<file path="src/rtl/ncsg_pkg.sv">
`default_nettype none
// ----------------------------------------------------------------------------
// ncsg_pkg: shared types and constants of the NTSC composite sample generator
// Request and result payloads, per-sample control word, line timing marks.
// ----------------------------------------------------------------------------
package ncsg_pkg;

  // Field widths
  localparam int FUNC_W      = 1;
  localparam int PIX_IDX_W   = 9;
  localparam int PIX_VAL_W   = 16;
  localparam int DAC_W       = 6;
  localparam int LINE_W      = 9;
  localparam int SAMPLE_W    = 10;

  // Default geometry
  localparam int PIXELS_PER_LINE_DEF = 320;
  localparam int LINE_SAMPLES_DEF    = 910;
  localparam int ACTIVE_SAMPLES_DEF  = 753;
  localparam int FRAME_LINES_DEF     = 262;
  localparam int VISIBLE_LINES_DEF   = 240;

  // Horizontal timing marks (sample offsets within a line)
  localparam int FP_END       = 22;
  localparam int SYNC_END     = FP_END + 67;
  localparam int BREEZE_END   = SYNC_END + 9;
  localparam int BURST_END    = BREEZE_END + 36;
  localparam int ACT_FIRST    = BURST_END + 23;
  localparam int SERR_LEN     = 67;
  localparam int VSYNC_LINES  = 3;

  // DAC levels
  localparam logic [DAC_W-1:0] SYNC_CODE  = 6'd0;
  localparam logic [DAC_W-1:0] BLANK_CODE = 6'd18;
  localparam logic [DAC_W-1:0] BURST_LEVELS [4] = '{6'd18, 6'd9, 6'd18, 6'd27};

  // Request function codes
  localparam logic [FUNC_W-1:0] FUNC_LOAD   = 1'b0;
  localparam logic [FUNC_W-1:0] FUNC_SAMPLE = 1'b1;

  // Chroma rotation within a 4-sample group
  typedef enum logic [1:0] {
    PH_POS_I = 2'd0,
    PH_POS_Q = 2'd1,
    PH_NEG_I = 2'd2,
    PH_NEG_Q = 2'd3
  } chroma_phase_t;

  typedef struct packed {
    logic [FUNC_W-1:0]    func;
    logic [PIX_IDX_W-1:0] pixel_index;
    logic [PIX_VAL_W-1:0] pixel_value;
  } in_item_t;

  typedef struct packed {
    logic [DAC_W-1:0]    dac_level;
    logic [LINE_W-1:0]   line_number;
    logic [SAMPLE_W-1:0] sample_index;
    logic                line_end;
  } out_item_t;

  // Control word that travels with each sample through the color pipe
  typedef struct packed {
    logic                active;
    chroma_phase_t       phase;
    logic [DAC_W-1:0]    level;
    logic [LINE_W-1:0]   line;
    logic [SAMPLE_W-1:0] sample;
    logic                line_end;
  } smp_ctrl_t;

endpackage
`default_nettype wire

</file>
<file path="src/rtl/ncsg_timing.sv">
`default_nettype none
// ----------------------------------------------------------------------------
// ncsg_timing: line and frame sequencer
// Sample/line counters, pixel accumulator, per-sample control word.
// ----------------------------------------------------------------------------
module ncsg_timing import ncsg_pkg::*; #(
  parameter int PIXELS_PER_LINE = PIXELS_PER_LINE_DEF,
  parameter int LINE_SAMPLES    = LINE_SAMPLES_DEF,
  parameter int ACTIVE_SAMPLES  = ACTIVE_SAMPLES_DEF,
  parameter int FRAME_LINES     = FRAME_LINES_DEF,
  parameter int VISIBLE_LINES   = VISIBLE_LINES_DEF,
  parameter int PIX_W           = $clog2(PIXELS_PER_LINE_DEF)
) (
  input  logic             clk,
  input  logic             rst_n,
  input  logic             smp_acc,
  output smp_ctrl_t        ctrl,
  output logic [PIX_W-1:0] rd_addr
);

  localparam int ACC_STEP = (PIXELS_PER_LINE * 65536) / ACTIVE_SAMPLES;
  localparam int ACC_W    = $clog2(PIXELS_PER_LINE) + 17;
  localparam int PXF_W    = ACC_W - 16;
  localparam int ACT_END  = ACT_FIRST + ACTIVE_SAMPLES;
  localparam int HALF     = LINE_SAMPLES / 2;

  logic [SAMPLE_W-1:0] sample_r, sample_nxt;
  logic [LINE_W-1:0]   line_r, line_nxt;
  logic [ACC_W-1:0]    acc_r, acc_nxt;

  logic [PXF_W-1:0]    px_full;
  logic                visible, vsync, active, last;
  logic [SAMPLE_W-1:0] act_ofs, burst_ofs;
  logic [DAC_W-1:0]    hb_level, vs_level;
  logic [LINE_W:0]     line_inc;

  // pixel pick, saturated at the last store entry
  assign px_full = acc_r[ACC_W-1:16];
  assign rd_addr = (px_full > PXF_W'(PIXELS_PER_LINE - 1)) ?
                   PIX_W'(PIXELS_PER_LINE - 1) : px_full[PIX_W-1:0];

  // line classification
  assign visible   = line_r < LINE_W'(VISIBLE_LINES);
  assign vsync     = !visible && (line_r < LINE_W'(VISIBLE_LINES + VSYNC_LINES));
  assign act_ofs   = sample_r - SAMPLE_W'(ACT_FIRST);
  assign burst_ofs = sample_r - SAMPLE_W'(BREEZE_END);
  assign active    = visible && (sample_r >= SAMPLE_W'(ACT_FIRST)) &&
                     (sample_r < SAMPLE_W'(ACT_END));
  assign last      = sample_r >= SAMPLE_W'(LINE_SAMPLES - 1);

  // horizontal blanking level
  always_comb begin
    if (sample_r < SAMPLE_W'(FP_END)) begin
      hb_level = BLANK_CODE;
    end else if (sample_r < SAMPLE_W'(SYNC_END)) begin
      hb_level = SYNC_CODE;
    end else if (sample_r < SAMPLE_W'(BREEZE_END)) begin
      hb_level = BLANK_CODE;
    end else if (sample_r < SAMPLE_W'(BURST_END)) begin
      hb_level = BURST_LEVELS[burst_ofs[1:0]];
    end else begin
      hb_level = BLANK_CODE;
    end
  end

  // vertical sync line with serration
  assign vs_level = ((sample_r >= SAMPLE_W'(HALF)) &&
                     (sample_r < SAMPLE_W'(HALF + SERR_LEN))) ? BLANK_CODE : SYNC_CODE;

  // control word for the sample taken now
  always_comb begin
    ctrl.active   = active;
    ctrl.phase    = chroma_phase_t'(act_ofs[1:0]);
    ctrl.level    = vsync ? vs_level : hb_level;
    ctrl.line     = line_r;
    ctrl.sample   = sample_r;
    ctrl.line_end = last;
  end

  // counter advance
  assign line_inc = {1'b0, line_r} + (LINE_W+1)'(1);

  always_comb begin
    sample_nxt = sample_r;
    line_nxt   = line_r;
    acc_nxt    = acc_r;
    if (smp_acc) begin
      if (last) begin
        sample_nxt = '0;
        acc_nxt    = '0;
        line_nxt   = (line_inc >= (LINE_W+1)'(FRAME_LINES)) ? '0 : line_inc[LINE_W-1:0];
      end else begin
        sample_nxt = sample_r + SAMPLE_W'(1);
        if (active) begin
          acc_nxt = acc_r + ACC_W'(ACC_STEP);
        end
      end
    end
  end

  always_ff @(posedge clk) begin
    if (!rst_n) begin
      sample_r <= '0;
      line_r   <= '0;
      acc_r    <= '0;
    end else begin
      sample_r <= sample_nxt;
      line_r   <= line_nxt;
      acc_r    <= acc_nxt;
    end
  end

`ifndef SYNTH
  // line end wraps the sample counter and clears the accumulator
  a_line_wrap: assert property (@(posedge clk) disable iff (!rst_n)
    (smp_acc && last) |=> (sample_r == '0) && (acc_r == '0))
    else $error("line end did not restart the line");

  // inside a line the sample counter steps by one per sample request
  a_sample_step: assert property (@(posedge clk) disable iff (!rst_n)
    (smp_acc && !last) |=> (sample_r == $past(sample_r) + SAMPLE_W'(1)) &&
                           (line_r == $past(line_r)))
    else $error("sample counter did not step");
`endif

endmodule
`default_nettype wire

</file>
<file path="config.mk">
export PLATFORM = sky130hd
export DESIGN_NAME = ncsg_timing
export DESIGN_NICKNAME = d
export VERILOG_FILES = /design/src/rtl/ncsg_pkg.sv /design/src/rtl/ncsg_timing.sv
export SDC_FILE = /design/constraint.sdc
export NUM_CORES = 1
export LEC_CHECK = 0
export BUFFER_PORTS_ARGS = -buffer_cell sky130_fd_sc_hd__clkbuf_2
export CAP_MARGIN = 20
export CELL_PAD_IN_SITES_DETAIL_PLACEMENT = 1
export CELL_PAD_IN_SITES_GLOBAL_PLACEMENT = 1
export CORE_UTILIZATION = 42
export DETAILED_ROUTE_END_ITERATION = 8
export GPL_TIMING_DRIVEN = 0
export PLACE_DENSITY = 0.91
export RECOVER_POWER = 100
export REMOVE_ABC_BUFFERS = 1
export SYNTH_ARGS = -nofsm -noshare
export SYNTH_HDL_FRONTEND = slang
export SYNTH_SLANG_ARGS = --single-unit
</file>
<file path="constraint.sdc">
create_clock -name clk -period 2.6 [get_ports clk]
set_input_delay 0.39 -clock clk [delete_from_list [all_inputs] [get_ports clk]]
set_output_delay 0.39 -clock clk [all_outputs]
set_load 0.01 [all_outputs]
</file>
==> flow_summary.yaml <==
placed_design:
  placed_area_um2: 2957
  dpl.hpwl_mm: 5.238
  gp_congestion: 0.7847
  io_buffer_count: 38
die:
  die_w_um: 83.47
  ios: 41
  die-area_um2: 6967
  row_count: 29
  core_um2: 6386
  start_util_pct: 43.65
  die_y_um: 83.47
power_and_ir_drop:
  vdd_drop_max_uv: 227.8
  power_density_nw_per_um2: 401.7
  p_leak_nw: 1.114
critical_path:
  end_kind: "output port"
  start_kind: "flip-flop"
  cp.required_ps: 2210
  reg2reg_slack_ps: 190
  critical_path_class: "flip-flop to output port"
  reg2reg_depth: 8
  crit_arrival_ps: 2070
  cp_max_fo: 9
logic_synthesis:
  ys_async_sr_fraction_pct: 0
  synth_cell_type_count: 54
  yosysSeqAreaShare_pct: 31.60
  synth_flop_cell: "dfxtp_1"
  yosys_warnings: 0
  yosys.area.top_type: "dfxtp_1"
  synthCells: 353
  ys_seq_elements: 44
  syn_area_per_cell_um2: 7.897
  synth_edf_count: 0
  synth_area_leaders: "dfxtp_1 32%, nand2_1 4.6%, nor2_1 4.4%"
  netlist_area_um2: 2788
  synth_top_area_share_pct: 31.60
cts:
  htree_levels: 2
  cts_tree: "built"
  clk_path_buf_depth: 2
  cts.reportedPaths.clkPinSlew_ps: 90
  post_cts_buffers: 0
  cts_root_buf: "clkbuf_8"
  clock_latency_ps: 310
  cts_sinks: 44
  cts_buffers: 5
finish:
  postLayoutCoreUtil_pct: 47.81
  final_cell_mix: "42 x dfxtp_1, 34 x nand2_1, 33 x nor2_1, 29 x clkbuf_1, 18 x a21oi_1"
  antennaDiodeCount: 0
  fill_cells: 822
  fin_nets: 384
  layout_commonest_cell: "dfxtp_1"
  drive_gt1_share_pct: 9.600
  ff_latch_area_um2: 883.3
  multiInputGateArea_um2: 1764
  design_area_um2: 3053
  syn2layout_area_growth_pct: 9.515
sta:
  fin_crit_ps: 2456
  finalHoldViolations: 0
  fmaxAchievable_mhz: 407.2
  holdWs_ps: 325.3
  relSlewSlack_pct: 49.89
  final_max_slew_viol_count: 0
  tightestPinTransition_ps: 750.9
  setup_violations: 0
  finClkSkew_ps: 10.81
  fin_crit_sh_pct: 94.44
hold_path:
  whs_path_depth: 2
  min-delay-path-class: "primary input to flip-flop"
routing:
  drt_iter0_markers: 128
  vias_per_cell: 5.980
  vias: 2703
  first_pass_iters: 4
  totalWireLength_mm: 7.463
  drc: 0
  ant_nets: 0
  routedWlPerCell_um: 16.51
global_routing:
  grt_max_degree: 31
  antenna_found_initial: 0
  grt_pass1_wl_mm: 12.70
  grtUsageTotal_pct: 21.84
  grt_pass1_vias: 2704
  grt.overflow.total: 0
run:
  drv_cap: 0
run_status:
  status: "finished clean"
where the power goes:
part / internal (mW) / leakage (nW) / switching, mW / total, mW
Sequential: 0.677 / 0.355 / 0.00849 / 0.686
Clock: 0.216 / 0.0445 / 0.253 / 0.469
Combinational: 0.0218 / 0.715 / 0.0497 / 0.0716
Total: 0.916 / 1.11 / 0.311 / 1.23
worst paths after layout:
path | endpoint | start
worst min register to register | acc_r[20] | acc_r[20]
worst min-delay path | acc_r[2] | rst_n
worst max register to register | acc_r[23] | sample_r[0]
worst max-delay path | ctrl[28] | sample_r[1]
area by class of cell:
class                           count  area share [%]
Inverter                           13           1.598
Timing Repair Buffer               39           5.451
Clock buffer                        7           2.828
Tap cell                           77           3.156
Multi-Input combinational cell    271           57.79
Clock inverter                      1          0.2459
Sequential cell                    44           28.93
per-stage QoR:
stage | setup TNS (ps) | power, mW | worst slack (ps) | instances
2_1_floorplan | 0 | 0.7389 | 112.1 | 327
3_3_place_gp | -4925 | 0.7651 | -544.6 | 442
3_5_place_dp | -748.9 | 0.7712 | -164.1 | 443
4_1_cts | 0 | 1.243 | 23.13 | 451
5_1_grt | -2.573 | 1.274 | -2.573 | 452
6_report | 0 | 1.226 | 144.5 | 452
worst max-delay path, cell delays in order, from the launching register on:
cell and delay [ps]:
dfxtp_2 430, inv_1 90, ha_1 190, nor2b_1 200
o31ai_1 110, a211o_2 420, and2_1 190, clkbuf_2 130
logic make-up after synthesis:
group / share of synthesized area [%]
other: 0.1345
muxes: 2.917
DFF: 31.60
and+or+nand+nor: 29.17
adders and majority gates: 3.142
AOI/OAI and AO/OA: 21.28
xor gates and xnor gates: 5.027
buffers and inverters: 6.732
routing by layer:
| layer | wire, um | vias up | GRT usage (%) | part of all wire, % |
|---|---|---|---|---|
| met5 | 0 | - | 0 | 0 |
| met4 | 86 | 0 | 6.471 | 1.2 |
| met3 | 203 | 7 | 2.967 | 2.7 |
| met2 | 3784 | 32 | 39.27 | 51 |
| met1 | 3388 | 1346 | 27.13 | 45 |
| li1 | - | 1318 | - | - |
flip-flops by register name (all words and copies together) (netlist names):
signal	cells
acc_r	25
sample_r	10
line_r	9
synth_stat cells, types with 3 or more instances:
library cell	count
o31ai_1	14
xnor2_1	8
dfxtp_1	44
a31oi_1	7
or3_1	8
clkbuf_1	13
mux2i_1	7
buf_4	6
o211ai_1	3
nand2b_1	10
and2_1	4
xor2_1	8
nand2_1	34
ha_1	7
nor2_1	33
or4_1	10
a21oi_1	18
inv_1	13
nor4_1	4
buf_2	6
nor3_1	9
nand4b_1	5
a211oi_1	3
o21ai_0	12
nand4_1	5
and4_1	4
nand3_1	15
and3_1	5
or2_2	4
what timing repair did:
item,CTS,global route
hold buffers,0,0
gates resized for setup,2,6
pin swaps,0,1
endpoints found under the setup margin,19,29
cloned,0,1
(Power assumes the default switching activity.)
