`config.mk`:
```
export PLATFORM = sky130hd
export DESIGN_NAME = ncsg_color_pipe
export DESIGN_NICKNAME = d
export VERILOG_FILES = /design/src/rtl/ncsg_pkg.sv /design/src/rtl/ncsg_color_pipe.sv
export SDC_FILE = /design/constraint.sdc
export NUM_CORES = 1
export LEC_CHECK = 0
export ABC_AREA = 1
export BUFFER_PORTS_ARGS = -buffer_cell sky130_fd_sc_hd__buf_2
export CELL_PAD_IN_SITES_DETAIL_PLACEMENT = 1
export CELL_PAD_IN_SITES_GLOBAL_PLACEMENT = 2
export CORE_UTILIZATION = 44
export DETAILED_ROUTE_END_ITERATION = 6
export PLACE_DENSITY = 0.89
export SLEW_MARGIN = 10
export SYNTH_ARGS = -nofsm -noshare
export SYNTH_HDL_FRONTEND = slang
export SYNTH_SLANG_ARGS = --single-unit
```
`constraint.sdc`:
```
create_clock -name clk -period 12.74 [get_ports clk]
set_clock_uncertainty 0.1 [all_clocks]
set_input_delay 2.548 -clock clk [delete_from_list [all_inputs] [get_ports clk]]
set_output_delay 2.548 -clock clk [all_outputs]
set_load 0.1 [all_outputs]
```
`src/rtl/ncsg_pkg.sv`:
```
`default_nettype none
// ----------------------------------------------------------------------------
// ncsg_pkg: shared types and constants of the NTSC composite sample generator
// Request and result payloads, per-sample control word, line timing marks.
// ----------------------------------------------------------------------------
package ncsg_pkg;

  // Field widths
  localparam int FUNC_W      = 1;
  localparam int PIX_IDX_W   = 9;
  localparam int PIX_VAL_W   = 16;
  localparam int DAC_W       = 6;
  localparam int LINE_W      = 9;
  localparam int SAMPLE_W    = 10;

  // Default geometry
  localparam int PIXELS_PER_LINE_DEF = 320;
  localparam int LINE_SAMPLES_DEF    = 910;
  localparam int ACTIVE_SAMPLES_DEF  = 753;
  localparam int FRAME_LINES_DEF     = 262;
  localparam int VISIBLE_LINES_DEF   = 240;

  // Horizontal timing marks (sample offsets within a line)
  localparam int FP_END       = 22;
  localparam int SYNC_END     = FP_END + 67;
  localparam int BREEZE_END   = SYNC_END + 9;
  localparam int BURST_END    = BREEZE_END + 36;
  localparam int ACT_FIRST    = BURST_END + 23;
  localparam int SERR_LEN     = 67;
  localparam int VSYNC_LINES  = 3;

  // DAC levels
  localparam logic [DAC_W-1:0] SYNC_CODE  = 6'd0;
  localparam logic [DAC_W-1:0] BLANK_CODE = 6'd18;
  localparam logic [DAC_W-1:0] BURST_LEVELS [4] = '{6'd18, 6'd9, 6'd18, 6'd27};

  // Request function codes
  localparam logic [FUNC_W-1:0] FUNC_LOAD   = 1'b0;
  localparam logic [FUNC_W-1:0] FUNC_SAMPLE = 1'b1;

  // Chroma rotation within a 4-sample group
  typedef enum logic [1:0] {
    PH_POS_I = 2'd0,
    PH_POS_Q = 2'd1,
    PH_NEG_I = 2'd2,
    PH_NEG_Q = 2'd3
  } chroma_phase_t;

  typedef struct packed {
    logic [FUNC_W-1:0]    func;
    logic [PIX_IDX_W-1:0] pixel_index;
    logic [PIX_VAL_W-1:0] pixel_value;
  } in_item_t;

  typedef struct packed {
    logic [DAC_W-1:0]    dac_level;
    logic [LINE_W-1:0]   line_number;
    logic [SAMPLE_W-1:0] sample_index;
    logic                line_end;
  } out_item_t;

  // Control word that travels with each sample through the color pipe
  typedef struct packed {
    logic                active;
    chroma_phase_t       phase;
    logic [DAC_W-1:0]    level;
    logic [LINE_W-1:0]   line;
    logic [SAMPLE_W-1:0] sample;
    logic                line_end;
  } smp_ctrl_t;

endpackage
`default_nettype wire

```
`src/rtl/ncsg_color_pipe.sv`:
```
`default_nettype none
// ----------------------------------------------------------------------------
// ncsg_color_pipe: RGB565 to composite IRE pipeline
// Four stages: store read, YIQ sums, divide by 1000, held chroma and clamp.
// ----------------------------------------------------------------------------
module ncsg_color_pipe import ncsg_pkg::*; (
  input  logic                 clk,
  input  logic                 rst_n,
  input  logic                 in_valid,
  output logic                 in_ready,
  input  smp_ctrl_t            in_ctrl,
  input  logic [PIX_VAL_W-1:0] rd_data,
  output logic                 out_valid,
  input  logic                 out_ready,
  output smp_ctrl_t            out_ctrl,
  output logic [7:0]           out_ire_ofs
);

  // ceil(2^28/1000): exact floor division for values below 2^18
  localparam logic [36:0] REC_1000 = 37'd268436;
  // 93 * ceil(2^24/255): y*93/255 in one step
  localparam logic [31:0] REC_LUMA = 32'd6118842;

  // stage valids and ready chain
  logic v1_r, v2_r, v3_r, v4_r;
  logic rdy1, rdy2, rdy3, rdy4;

  assign rdy4     = !v4_r || out_ready;
  assign rdy3     = !v3_r || rdy4;
  assign rdy2     = !v2_r || rdy3;
  assign rdy1     = !v1_r || rdy2;
  assign in_ready = rdy1;

  always_ff @(posedge clk) begin
    if (!rst_n) begin
      v1_r <= 1'b0;
      v2_r <= 1'b0;
      v3_r <= 1'b0;
      v4_r <= 1'b0;
    end else begin
      if (rdy1) v1_r <= in_valid;
      if (rdy2) v2_r <= v1_r;
      if (rdy3) v3_r <= v2_r;
      if (rdy4) v4_r <= v3_r;
    end
  end

  // stage 1: control aligned with the store read data
  smp_ctrl_t c1_r;

  always_ff @(posedge clk) begin
    if (rdy1 && in_valid) begin
      c1_r <= in_ctrl;
    end
  end

  // stage 2: weighted sums
  logic [7:0]         r8, g8, b8;
  logic signed [18:0] rs, gs, bs;
  logic [17:0]        ysum_c;
  logic signed [18:0] isum_c, qsum_c;
  smp_ctrl_t          c2_r;
  logic [17:0]        ysum2_r;
  logic signed [18:0] isum2_r, qsum2_r;

  assign r8 = {rd_data[15:11], 3'b000};
  assign g8 = {rd_data[10:5], 2'b00};
  assign b8 = {rd_data[4:0], 3'b000};
  assign rs = $signed({11'd0, r8});
  assign gs = $signed({11'd0, g8});
  assign bs = $signed({11'd0, b8});

  assign ysum_c = 18'({10'd0, r8}) * 18'd299 + 18'({10'd0, g8}) * 18'd587 +
                  18'({10'd0, b8}) * 18'd114;
  assign isum_c = rs * 19'sd596 - gs * 19'sd274 - bs * 19'sd322;
  assign qsum_c = rs * 19'sd211 - gs * 19'sd523 + bs * 19'sd312;

  always_ff @(posedge clk) begin
    if (rdy2 && v1_r) begin
      c2_r    <= c1_r;
      ysum2_r <= ysum_c;
      isum2_r <= isum_c;
      qsum2_r <= qsum_c;
    end
  end

  // stage 3: truncating divide by 1000
  function automatic logic [8:0] div1000(input logic [17:0] x);
    logic [36:0] p;
    p = 37'(x) * REC_1000;
    return p[36:28];
  endfunction

  function automatic logic signed [9:0] sdiv1000(input logic signed [18:0] x);
    logic [17:0]        mag;
    logic signed [9:0]  q;
    mag = x[18] ? 18'(-x) : 18'(x);
    q   = $signed({1'b0, div1000(mag)});
    return x[18] ? -q : q;
  endfunction

  logic [8:0]        yq_c;
  smp_ctrl_t         c3_r;
  logic [7:0]        y3_r;
  logic signed [9:0] i3_r, q3_r;

  assign yq_c = div1000(ysum2_r);

  always_ff @(posedge clk) begin
    if (rdy3 && v2_r) begin
      c3_r <= c2_r;
      y3_r <= yq_c[7:0];
      i3_r <= sdiv1000(isum2_r);
      q3_r <= sdiv1000(qsum2_r);
    end
  end

  // stage 4: luma scale, eighths, chroma rotation, clamp
  function automatic logic signed [5:0] eighth(input logic signed [9:0] x);
    logic [9:0]        mag;
    logic signed [5:0] e;
    mag = x[9] ? 10'(-x) : 10'(x);
    e   = $signed(6'(mag >> 3));
    return x[9] ? -e : e;
  endfunction

  logic [31:0]        luma_p;
  logic [6:0]         luma_n, luma_cur;
  logic signed [5:0]  i8_n, q8_n, i8_cur, q8_cur;
  logic               load;
  logic signed [8:0]  chroma, ire;
  logic [7:0]         ofs_c;
  logic [6:0]         held_luma_r;
  logic signed [5:0]  held_i_r, held_q_r;
  smp_ctrl_t          c4_r;
  logic [7:0]         ofs4_r;

  assign luma_p = 32'(y3_r) * REC_LUMA;
  assign luma_n = 7'(luma_p[30:24]) + 7'd7;
  assign i8_n   = eighth(i3_r);
  assign q8_n   = eighth(q3_r);
  assign load   = c3_r.active && (c3_r.phase == PH_POS_I);

  assign luma_cur = load ? luma_n : held_luma_r;
  assign i8_cur   = load ? i8_n : held_i_r;
  assign q8_cur   = load ? q8_n : held_q_r;

  always_comb begin
    case (c3_r.phase)
      PH_POS_I: chroma = 9'(i8_cur);
      PH_POS_Q: chroma = 9'(q8_cur);
      PH_NEG_I: chroma = -9'(i8_cur);
      PH_NEG_Q: chroma = -9'(q8_cur);
      default:  chroma = '0;
    endcase
  end

  assign ire = $signed({2'b00, luma_cur}) + chroma;

  always_comb begin
    if (ire < -9'sd40) begin
      ofs_c = 8'd0;
    end else if (ire > 9'sd100) begin
      ofs_c = 8'd140;
    end else begin
      ofs_c = 8'(ire + 9'sd40);
    end
  end

  // held pixel values, loaded at the first sample of each active group
  always_ff @(posedge clk) begin
    if (!rst_n) begin
      held_luma_r <= '0;
      held_i_r    <= '0;
      held_q_r    <= '0;
    end else if (rdy4 && v3_r && load) begin
      held_luma_r <= luma_n;
      held_i_r    <= i8_n;
      held_q_r    <= q8_n;
    end
  end

  always_ff @(posedge clk) begin
    if (rdy4 && v3_r) begin
      c4_r   <= c3_r;
      ofs4_r <= ofs_c;
    end
  end

  assign out_valid   = v4_r;
  assign out_ctrl    = c4_r;
  assign out_ire_ofs = ofs4_r;

`ifndef SYNTH
  // a full pipe only while the downstream side is stalled
  a_pipe_full: assert property (@(posedge clk) disable iff (!rst_n)
    !in_ready |-> (v1_r && v2_r && v3_r && v4_r && !out_ready))
    else $error("color pipe stalled with a free stage");
`endif

endmodule
`default_nettype wire

```
==> flow_summary.toml <==
[outcome]
outcome = "finished clean"

[yosys]
synth_top_cell_by_area = "ha_1"
synth_area_per_cell_um2 = 8.831
ys_ff_latch = 222
syn_nets = 4296
synth.area.top_cells = "ha_1 (27%), edfxtp_1 (20%), fa_1 (15%)"
netlist_area_mm2 = 0.02980
syn_inst = 3374
synth_mux_area_share_pct = 0.03359
synth-simple-area-share_pct = 12.27
synth.most_common_cell = "inv_1"
ys_types = 61
yosysSeqAreaShare_pct = 21.60
synth-edff-count = 199
synthXorXnorAreaFrac_pct = 4.821
synth_top_family_by_area = "adder cells"
yosysWarningCount = 0
synth_compound_area_share_pct = 8.545
synthArstFlopShare_pct = 0
yosys-top-cells-count = "inv_1 (804), ha_1 (653), nand2_1 (430)"
synthFlopType = "edfxtp_1"
yosysTopAreaCellShare_pct = 27.42
yosys.area_share.adder_pct = 42.20

[clock_network]
htreeDepth = 1
clk_latency_ns = 0.58
numCtsBuffers = 27
cts.reportedPaths.clkPinSlew_ns = 0.06
cts-root-buf = "clkbuf_16"
cts_buffer_depth = 3
clock_sinks = 222
postCtsSetupBuffers = 0
cts_tree = "done"
hold_buffers = 0
post_cts_resized = 0

[die]
fp.coreArea_mm2 = 0.06704
die_area_mm2 = 0.06876
initial_core_util_pct = 44.45
die_h_um = 262.2
rows = 95
die_x_um = 262.2
num_io_pins = 88

[global_routing]
antenna_found_initial = 2
gr-usage-all-layers_pct = 22.28
grt_pass1_wl_um = 124900
grt_start_max_net_pins = 57
overflow = 0
grt_pass1_vias = 25530

[detailed_routing]
wire_per_inst_um = 17.27
dr.pass1.iters = 4
drc_errors = 0
detail-route-antenna-nets = 0
drt-total-wl_um = 75610
vias = 22630
vias_per_cell = 5.167
drt_iter0_drc = 724

[timing]
relSlewSlack_pct = 19.31
rsz0062_at_grt = "no"
drv_slew = 0
fmax_ghz = 0.1332
period_share_pct = 58.92
setup_violations = 0
setup_ws_ns = 5.233
finalCriticalPeriod_ns = 7.507
tightestPinTransition_ns = 1.198
fin_setup_tns_ns = 0
hold_viol = 0

[finish]
area_growth_syn_to_layout_pct = 8.021
layout-drive-gt1-share_pct = 5.651
fin_util_pct = 48.01
nets = 4405
fillers = 7963

[setup_path]
slowest_delay_ns = 0.54
endpoint_kind = "flop"
crit_fanout = 9
slowest_stage = "fa_1"
startpoint_type = "input port"
cp.arrival_ns = 7.72
crit_type = "in2reg"
cp_data_required_time_ns = 12.95

[placed_design]
hpwl_um = 65590
finalWeightedCongestion = 0.9192
io_buffers = 87
pre_cts_slack_ns = 4.684

[run]
maxCapViolCount = 0

[min_path]
worstHoldPathType = "reg2reg"
[registers in the layout, summed over array words and instances, names as in the netlist]
| name | cells |
|---|---|
| held_q_r | 6 |
| c2_r | 29 |
| c3_r | 29 |
| out_ire_ofs | 8 |
| held_luma_r | 7 |
| y3_r | 8 |
| out_ctrl | 29 |
| qsum2_r | 16 |
| v3_r | 1 |
| c1_r | 29 |
| q3_r | 10 |
| i3_r | 10 |
| held_i_r | 6 |
| out_valid | 1 |
| v1_r | 1 |
| ysum2_r | 16 |
| isum2_r | 15 |
| v2_r | 1 |
[metrics by stage]
stage          std cells  hold WS (ns)  instance area (um^2)
2_1_floorplan       3374        0.3003                 29800
3_3_place_gp        4327        0.3007                 31310
3_5_place_dp        4327        0.3063                 31310
4_1_cts             4377        0.3139                 32180
5_1_grt             4379        0.3159                 32190
6_report            4379        0.3127                 32190
[layer usage]
metal	up-vias	wire length, um	GRT usage [%]
met5	-	0	0
met4	0	2674	7.631
met3	120	1612	1.952
met2	226	39400	42.82
met1	11080	31930	25.59
li1	11200	-	-
[cell families after synthesis]
logic type / Yosys count
fa+ha+maj: 873
xor+xnor: 164
mux: 1
flops: 222
buf+inv: 825
compound gates: 446
simple gates: 843
[final timing paths]
check / startpoint / end / slack, ns / cells after the start
worst min register to register: c3_r[8]$_DFFE_PP_ / out_ctrl[8]$_DFFE_PP_ / 0.31 / 0
worst max-delay path: rd_data[9] / qsum2_r[17]$_DFFE_PP_ / 5.23 / 25
worst max register to register: ysum2_r[2]$_DFFE_PP_ / q3_r[8]$_DFFE_PP_ / 5.28 / 32
worst min-delay path: c3_r[8]$_DFFE_PP_ / out_ctrl[8]$_DFFE_PP_ / 0.31 / 0
[cell usage in the layout, fill, tap and decap left out, types with 7 or more instances in the layout]
cell       instances
a211oi_1           7
a21o_1            15
a21oi_1          190
a31oi_1           21
buf_2             87
buf_4             10
clkbuf_1           9
clkbuf_16         28
dfxtp_1           23
edfxtp_1         199
fa_1             220
ha_1             653
inv_1            802
nand2_1          430
nand2_2           15
nand3_1          123
nand3b_1          12
nand4_1           23
nor2_1           168
nor2_2            12
nor3_1            22
nor4_1            10
o211ai_1          12
o21ai_0          133
o21bai_1          12
o31ai_1           10
or2_2              8
xnor2_1           46
xor2_1           118
[critical path, delay by kind of cell]
| family | cells | cell delay, ns |
|---|---|---|
| simple gates | 3 | 0.40 |
| buf+inv | 5 | 0.45 |
| xor+xnor | 2 | 0.32 |
| compound gates | 9 | 1.62 |
| fa+ha+maj | 6 | 2.34 |
[final cells by class]
type	count	area, um^2	area share (%)
well taps	873	1092	3.394
inverters	808	3039	9.443
clock buffers	42	803.3	2.496
repair buffers	97	510.5	1.586
multi-input cells	2327	20230	62.87
flip-flops and latches	222	6436	20.00
diodes	2	5.005	0.01555
clock inverters	8	65.06	0.2021
Power is not shown: default switching activity piles up to over one toggle a cycle in this logic, so the estimate is an artifact.
